==> src/ssefmm_pkg.sv <==
`default_nettype none
package ssefmm_pkg;

    typedef enum logic [1:0] {
        FMT_PACKED_SINGLE = 2'd0,
        FMT_SCALAR_SINGLE = 2'd1,
        FMT_PACKED_DOUBLE = 2'd2,
        FMT_SCALAR_DOUBLE = 2'd3
    } format_t;

    localparam logic ACT_MIN = 1'b0;
    localparam logic ACT_MAX = 1'b1;

    // Input request held in the input register.
    typedef struct packed {
        logic        action;
        logic [1:0]  format;
        logic [63:0] a_low;
        logic [63:0] a_high;
        logic [63:0] b_low;
        logic [63:0] b_high;
    } req_t;

    // Single lane: a wins when ordered and strictly on the chosen side.
    function automatic logic pick_a_single(input logic [31:0] a, input logic [31:0] b,
                                           input logic is_max);
        logic nan_a;
        logic nan_b;
        logic both_zero;
        logic [31:0] ka;
        logic [31:0] kb;
        logic lt;
        logic gt;
        begin
            nan_a = (&a[30:23]) && (|a[22:0]);
            nan_b = (&b[30:23]) && (|b[22:0]);
            both_zero = (a[30:0] == 31'd0) && (b[30:0] == 31'd0);
            ka = a[31] ? ~a : {1'b1, a[30:0]};
            kb = b[31] ? ~b : {1'b1, b[30:0]};
            lt = ka < kb;
            gt = kb < ka;
            pick_a_single = !nan_a && !nan_b && !both_zero && (is_max ? gt : lt);
        end
    endfunction

    function automatic logic pick_a_double(input logic [63:0] a, input logic [63:0] b,
                                           input logic is_max);
        logic nan_a;
        logic nan_b;
        logic both_zero;
        logic [63:0] ka;
        logic [63:0] kb;
        logic lt;
        logic gt;
        begin
            nan_a = (&a[62:52]) && (|a[51:0]);
            nan_b = (&b[62:52]) && (|b[51:0]);
            both_zero = (a[62:0] == 63'd0) && (b[62:0] == 63'd0);
            ka = a[63] ? ~a : {1'b1, a[62:0]};
            kb = b[63] ? ~b : {1'b1, b[62:0]};
            lt = ka < kb;
            gt = kb < ka;
            pick_a_double = !nan_a && !nan_b && !both_zero && (is_max ? gt : lt);
        end
    endfunction

endpackage
`default_nettype wire

==> src/ssefmm_lanes.sv <==
`default_nettype none
module ssefmm_lanes (
    input  wire ssefmm_pkg::req_t   req,
    output logic [63:0]             result_low,
    output logic [63:0]             result_high
);
    import ssefmm_pkg::*;

    logic [3:0] sel_s;
    logic [1:0] sel_d;

    always_comb
    begin
        sel_s[0] = pick_a_single(req.a_low[31:0],   req.b_low[31:0],   req.action);
        sel_s[1] = pick_a_single(req.a_low[63:32],  req.b_low[63:32],  req.action);
        sel_s[2] = pick_a_single(req.a_high[31:0],  req.b_high[31:0],  req.action);
        sel_s[3] = pick_a_single(req.a_high[63:32], req.b_high[63:32], req.action);
        sel_d[0] = pick_a_double(req.a_low,  req.b_low,  req.action);
        sel_d[1] = pick_a_double(req.a_high, req.b_high, req.action);
    end

    always_comb
    begin
        unique case (format_t'(req.format))
            FMT_PACKED_SINGLE:
            begin
                result_low  = {sel_s[1] ? req.a_low[63:32] : req.b_low[63:32],
                               sel_s[0] ? req.a_low[31:0]  : req.b_low[31:0]};
                result_high = {sel_s[3] ? req.a_high[63:32] : req.b_high[63:32],
                               sel_s[2] ? req.a_high[31:0]  : req.b_high[31:0]};
            end
            FMT_SCALAR_SINGLE:
            begin
                result_low  = {req.a_low[63:32],
                               sel_s[0] ? req.a_low[31:0] : req.b_low[31:0]};
                result_high = req.a_high;
            end
            FMT_PACKED_DOUBLE:
            begin
                result_low  = sel_d[0] ? req.a_low  : req.b_low;
                result_high = sel_d[1] ? req.a_high : req.b_high;
            end
            default:
            begin
                result_low  = sel_d[0] ? req.a_low : req.b_low;
                result_high = req.a_high;
            end
        endcase
    end
endmodule
`default_nettype wire

==> src/sse_float_min_max.sv <==
// SSE floating-point minimum and maximum over a 128-bit operand pair.
// The input channel (in_valid, in_stall) carries one request: the action
// (minimum or maximum), the format (packed or scalar, single or double)
// and the two operands as 64-bit halves. The output channel (out_valid,
// out_stall) returns the new destination value as two 64-bit halves.
// Each lane yields a when it is strictly below (minimum) or above
// (maximum) b; equal values, signed zeros and NaNs yield b. Scalar forms
// keep the upper bits of a.
// A request passes an input register, one stage of compare and select
// logic and a result register. An accepted request is registered in the
// input register; its result then loads the result register, which
// raises out_valid. One request is taken every cycle while the output
// does not stall; the throughput is set by the single compare stage.
// A stall at the output holds the result register; the input register
// then drains into it only when it empties, and in_stall rises once both
// registers are full, so no request is lost.
// Reset clears both valid flags; payload registers are not reset.
`default_nettype none
module sse_float_min_max (
    input  wire         clk,
    input  wire         rst_n,
    input  wire         in_valid,
    output logic        in_stall,
    input  wire         action,
    input  wire  [1:0]  format,
    input  wire  [63:0] a_low,
    input  wire  [63:0] a_high,
    input  wire  [63:0] b_low,
    input  wire  [63:0] b_high,
    output logic        out_valid,
    input  wire         out_stall,
    output logic [63:0] result_low,
    output logic [63:0] result_high
);
    import ssefmm_pkg::*;

    req_t        req_reg;
    logic        req_valid_reg;
    logic [63:0] res_low_reg;
    logic [63:0] res_high_reg;
    logic        res_valid_reg;
    logic [63:0] lane_low;
    logic [63:0] lane_high;
    logic        res_load;
    logic        req_load;

    ssefmm_lanes u_lanes (
        .req         (req_reg),
        .result_low  (lane_low),
        .result_high (lane_high)
    );

    // The result register takes a new value when it is empty or being read.
    assign res_load = !res_valid_reg || !out_stall;
    // The input register takes a request when it is empty or moving on.
    assign req_load = !req_valid_reg || res_load;
    assign in_stall = !req_load;

    always_ff @(posedge clk or negedge rst_n)
    begin
        if (!rst_n)
        begin
            req_valid_reg <= 1'b0;
            res_valid_reg <= 1'b0;
        end
        else
        begin
            if (req_load)
            begin
                req_valid_reg <= in_valid;
            end
            if (res_load)
            begin
                res_valid_reg <= req_valid_reg;
            end
        end
    end

    always_ff @(posedge clk)
    begin
        if (req_load && in_valid)
        begin
            req_reg <= '{action: action, format: format, a_low: a_low,
                         a_high: a_high, b_low: b_low, b_high: b_high};
        end
        if (res_load && req_valid_reg)
        begin
            res_low_reg  <= lane_low;
            res_high_reg <= lane_high;
        end
    end

    assign out_valid   = res_valid_reg;
    assign result_low  = res_low_reg;
    assign result_high = res_high_reg;
endmodule
`default_nettype wire

==> config.mk <==
export PLATFORM = sky130hd
export DESIGN_NAME = sse_float_min_max
export DESIGN_NICKNAME = d
export VERILOG_FILES = /design/src/ssefmm_pkg.sv /design/src/ssefmm_lanes.sv /design/src/sse_float_min_max.sv
export SDC_FILE = /design/constraint.sdc
export NUM_CORES = 1
export LEC_CHECK = 0
export BUFFER_PORTS_ARGS = -buffer_cell sky130_fd_sc_hd__buf_2
export CAP_MARGIN = 15
export CELL_PAD_IN_SITES_DETAIL_PLACEMENT = 0
export CELL_PAD_IN_SITES_GLOBAL_PLACEMENT = 1
export CORE_ASPECT_RATIO = 1.4
export CORE_MARGIN = 4
export CORE_UTILIZATION = 50
export DETAILED_ROUTE_END_ITERATION = 12
export PLACE_DENSITY_LB_ADDON = 0.1
export SLEW_MARGIN = 10
export SYNTH_ARGS = -nofsm -noshare
export SYNTH_HDL_FRONTEND = slang
export SYNTH_SLANG_ARGS = --single-unit
==> constraint.sdc <==
create_clock -name clk -period 17.53 [get_ports clk]
set_input_delay 3.506 -clock clk [delete_from_list [all_inputs] [get_ports clk]]
set_output_delay 3.506 -clock clk [all_outputs]
set_load 0.005 [all_outputs]
Word level (Yosys, flattened, before mapping)
Cells that the tools add are included.
- reduce and logical (&&, ||, !) cells: 99
- magnitude comparators: 12
- multiplexer cells: 26
- eq/ne operators: 2
- bitwise logic cells: 12
- operators by type and width (operator ; number):
    $mux W32 ; 12
    $mux W64 ; 6
    $lt A32 B32 Y1 ; 8
    $lt A64 B64 Y1 ; 4
    $not A32 Y32 ; 8
    $not A64 Y64 ; 4
    $pmux W64 S2 ; 2
    $logic_not A63 Y1 ; 4
    $logic_not A31 Y1 ; 8
    $reduce_or A52 Y1 ; 4
    $reduce_or A23 Y1 ; 8
    $reduce_and A8 Y1 ; 8
    $reduce_and A11 Y1 ; 4
    $logic_and A1 B1 Y1 ; 38
    $logic_not A1 Y1 ; 22
    $mux W1 ; 6
    $eq A2 B1 Y1 const B ; 1
    $eq A2 B2 Y1 const B ; 1
    $logic_not A2 Y1 ; 1
    $logic_or A1 B1 Y1 ; 2
- output and inout port bits: 130
- register bits: 389
- bits of input ports: 263

Logic depth before layout (Yosys ltp)
- word-level depth: 8
- gate-level depth with buffers: 15

Cells and area by module
From an unflattened synthesis, not the netlist that was laid out.
- cells, all modules: 1676
- area total of the unflattened synthesis: 22243.8 sq um
- by module, submodules not included (module ; times used ; cells an instance ; area an instance (sq um)):
    sse_float_min_max ; 1 ; 395 ; 11713.7
    ssefmm_lanes ; 1 ; 1281 ; 10530.1

Least setup slack after synthesis
OpenSTA, ideal clock, no wires.
- kind: input -> register
- start: in out_stall
- end: reg res_high_reg[0] (netlist: result_high[0]), enable pin
- required time: 16.719 ns
- slack: 3.999 ns
- library setup time: 0.811 ns
- cell stages on the path: 1
- arrival time: 12.720 ns
- buffers on the path: 0
- path through: a21boi_0
- word-level cells in the longest chain between the ends: 3
- ends and longest elaborated chain (item ; line ; text):
    start, declared ; sse_float_min_max.sv:31 ; input wire out_stall,
    $logic_not A1 Y1 ; sse_float_min_max.sv:54 ; assign res_load = !res_valid_reg || !out_stall;
    $logic_or A1 B1 Y1 ; sse_float_min_max.sv:54 ;
    $logic_and A1 B1 Y1 ; sse_float_min_max.sv:86 ; if (res_load && req_valid_reg)
    end signal, assigned ; sse_float_min_max.sv:89 ; res_high_reg <= lane_high;
    end, declared ; sse_float_min_max.sv:40 ; logic [63:0] res_high_reg;
No other way between the ends.
A chain may end at the register's enable or synchronous reset.

Worst setup path after layout
- start: in out_stall
- end: out in_stall
- word-level cells in the longest chain between the ends: 4
- ends and longest elaborated chain (item ; line ; text):
    $logic_not A1 Y1 ; sse_float_min_max.sv:54 ;
    $logic_or A1 B1 Y1 ; sse_float_min_max.sv:54 ;
    $logic_or A1 B1 Y1 ; sse_float_min_max.sv:56 ; assign req_load = !req_valid_reg || res_load;
    $logic_not A1 Y1 ; sse_float_min_max.sv:57 ; assign in_stall = !req_load;
    end, declared ; sse_float_min_max.sv:23 ; output logic in_stall,
No other way between the ends.

==> impl_metrics.ini <==
[logic_synthesis]
synth_area_leaders = edfxtp_1 (53%), ha_1 (11%), xor2_1 (7.5%), xnor2_1 (7.3%), mux2_2 (6.2%)
syn_avg_cell_area_sq_um = 13.3
synth_top_cell_by_area = edfxtp_1
synth_top_family_by_area = XOR/XNOR gates
synth_cell_types = 54
synth_compound_area_frac = 0.0513
synthMuxAreaShare = 0.0683
synth_area_sq_um = 22000
netlist_instances = 1656
synth-xor-area-share = 0.148
ys_warn_count = 0
syn_nets = 2117
synth_top_cell_area_share = 0.528
ys_ff_latch = 389
synthAdderAreaFrac = 0.113
yosys.area_share.simple = 0.0724
seq_area_frac_synth = 0.531
ys.flop_type = edfxtp_1
synthArstFlopShare = 0.00514
synth_edf_count = 387

[final_layout]
fill_cells = 3549
fin_nets = 2509
area_growth_pct = 17.2
design_area_sq_um = 25800
multi_input_area_sq_um = 9990
largest_register_ffs = 259
drive_above_1_share = 0.286
regArea_sq_um = 11700

[sta]
finalSetupTns_ns = 0
relSlewSlack = 0.214
worst_slew_pin_slew_ns = 1.18
clock_skew_ns = 0.0202
finalCriticalPeriod_ns = 7.43
period_share = 0.424
final_hold_viol_count = 0
rsz0062_at_grt = false
drv_slew = 0
fmax_mhz = 135
setup_viol = 0

[global_routing]
track_usage = 0.229
grt_remaining_overflow = 0
grt_max_degree = 136
antenna_found_initial = 14
grt_pass1_vias = 15422
grt_pass1_wl_um = 84800

[cts]
cts_tree = yes
post-cts-setup-buffer-count = 0
ctsHoldBuffers = 0
cts.sinks = 389
clkTransAtPathRegs_ns = 0.06
cts_inserted_buffers = 39
clk_latency_ns = 0.56
htree_levels = 2
post_cts_resized = 0
cts-root-buf = clkbuf_16
clock_path_buffers = 3

[routing]
wl_met1_um = 21000
vias = 14646
drt-wirelength-per-cell_um = 21.2
wl_met3_um = 3260
final_antenna_net_count = 0
drt-initial-drc-count = 671
top_layer_used = met5
wl_met2_um = 29700
drc = 0
drt-pass1-iter-count = 5
avgViaCountPerCell = 5.55
drt-total-wl_um = 55900

[worst_setup_path]
path_class = in2out
setup.worst_path.start_class = input pin
crit_arrival_ns = 3.93
endpoint_kind = primary output
r2r_cells = 12
cp_slowest_cell = nand3_1
r2r-start = req_reg[127]$_DFFE_PP_
r2r_slack_ns = 11.72
cp_max_fo = 3
crit_chain = buf_2 -> nand3_1 -> inv_1 -> buf_2
path_common_cell = buf_2
regToRegEndpoint = result_low[45]$_DFFE_PP_
cp.required_ns = 14.02
critical-path-max-stage-delay_ns = 0.13

[floorplanning]
core_area_sq_um = 43400
dieWidth_um = 185
rows = 90
die_h_um = 256
num_io_pins = 393
initial_core_util = 0.507
die_area_sq_um = 47500

[min_path]
holdPathStages = 1
min_to = out_valid$_DFFE_PN0P_
hold_path_class = reg2reg
hold_path.startpoint = req_valid_reg$_DFFE_PN0N_

[pwr]
leakage_uw = 0.0101
power.density_nw_per_um2 = 96.1
ir_drop_mv = 0.0844

[placement]
gp_congestion = 0.855
port_buffers = 392
dpl_cell_area_sq_um = 24500
hpwl_um = 41200

[job]
drv_cap = 0

[outcome]
status = complete, no violations
[where the power goes]
part	switching, uW	internal (uW)	total [uW]
sequential	64.0	1120	1180
combinational	261	233	494
clock	349	449	798
[critical path, delay by kind of cell]
kind                   cells  cell delay [ns]
buffers and inverters      3             0.29
and+or+nand+nor            1             0.13
[cell families after synthesis]
group,after synthesis
buf+inv,84
xor+xnor,372
simple gates,301
fa+ha+maj,198
compound gates,178
mux,134
flops,389
[through the flow]
stage	cells	util	setup slack [ns]	total power (uW)	hold slack, ns
5_1_grt	2636	0.594	10.03	2600	0.501
2_1_floorplan	1656	-	4.00	1540	0.443
4_1_cts	2630	0.594	10.09	2510	0.493
3_5_place_dp	2559	0.566	10.09	1700	0.479
6_report	2637	0.594	10.10	2480	0.493
3_3_place_gp	2559	0.566	10.11	1690	0.467
[layout by cell type (no fill, tap or decap), types with 8 or more instances in the layout]
cell type / netlist / layout
buf_2: 6 / 392
edfxtp_1: 387 / 387
ha_1: 198 / 198
xor2_1: 188 / 188
xnor2_1: 184 / 184
mux2_2: 121 / 121
a21oi_1: 80 / 79
nand2_1: 64 / 64
nand4_1: 61 / 61
nor4_1: 56 / 56
clkbuf_16: 0 / 40
nor2_1: 38 / 38
nand3_1: 28 / 28
inv_1: 27 / 27
nor3_1: 23 / 23
o21ai_0: 22 / 22
a21o_1: 19 / 19
buf_4: 0 / 15
clkinv_1: 0 / 11
mux2i_1: 9 / 9
a211oi_1: 8 / 8
o211ai_1: 8 / 8
[synth_stat cells, types with 2 or more instances]
| master | instances |
|---|---|
| a211o_1 | 2 |
| and2_1 | 2 |
| xor2_1 | 188 |
| nand2b_1 | 3 |
| mux2_1 | 3 |
| o211ai_1 | 8 |
| nor2b_1 | 4 |
| or3_1 | 3 |
| mux2_2 | 121 |
| mux2i_1 | 9 |
| a21oi_1 | 80 |
| a21boi_0 | 2 |
| buf_6 | 6 |
| dfrtp_1 | 2 |
| or4_4 | 2 |
| nand4_1 | 61 |
| nand3_1 | 28 |
| a221oi_1 | 6 |
| edfxtp_1 | 387 |
| buf_2 | 6 |
| nor2_1 | 38 |
| nand2_1 | 64 |
| o21a_1 | 6 |
| o31ai_1 | 4 |
| ha_1 | 198 |
| or2_2 | 2 |
| and3_1 | 5 |
| a2111oi_0 | 4 |
| a211oi_1 | 8 |
| and4_1 | 4 |
| xnor2_1 | 184 |
| a31oi_1 | 5 |
| clkbuf_1 | 27 |
| nor3_1 | 23 |
| buf_1 | 18 |
| or4_1 | 3 |
| inv_1 | 27 |
| nor4_1 | 56 |
| o22ai_1 | 2 |
| a21o_1 | 19 |
| o21ai_0 | 22 |
| nor4b_1 | 2 |
[layer usage]
metal,track usage,vias up
met1,0.262,7112
met2,0.415,394
met3,0.0486,106
met4,0.0851,14
met5,0,-
li1,-,7020
[how the worst max path moves through the flow]
stage                     cells after the start  slack (ns)      start                       end
after detailed placement                      4       10.09  out_stall                  in_stall
after CTS                                     4       10.09  out_stall                  in_stall
after global routing                          4       10.03  out_stall                  in_stall
final                                         4       10.10  out_stall                  in_stall
after global placement                        4       10.11  out_stall                  in_stall
after floorplan                               1        4.00  out_stall  result_high[0]$_DFFE_PP_
[layout make-up]
type | count | share of cell area
Multi-Input combinational cell | 1183 | 0.388
Inverter | 27 | 0.00393
Timing Repair Buffer | 408 | 0.0813
Antenna cell | 7 | 0.000680
Sequential cell | 389 | 0.453
Clock inverter | 24 | 0.00694
Tap cell | 552 | 0.0268
Clock buffer | 47 | 0.0399
(Power assumes the default switching activity.)
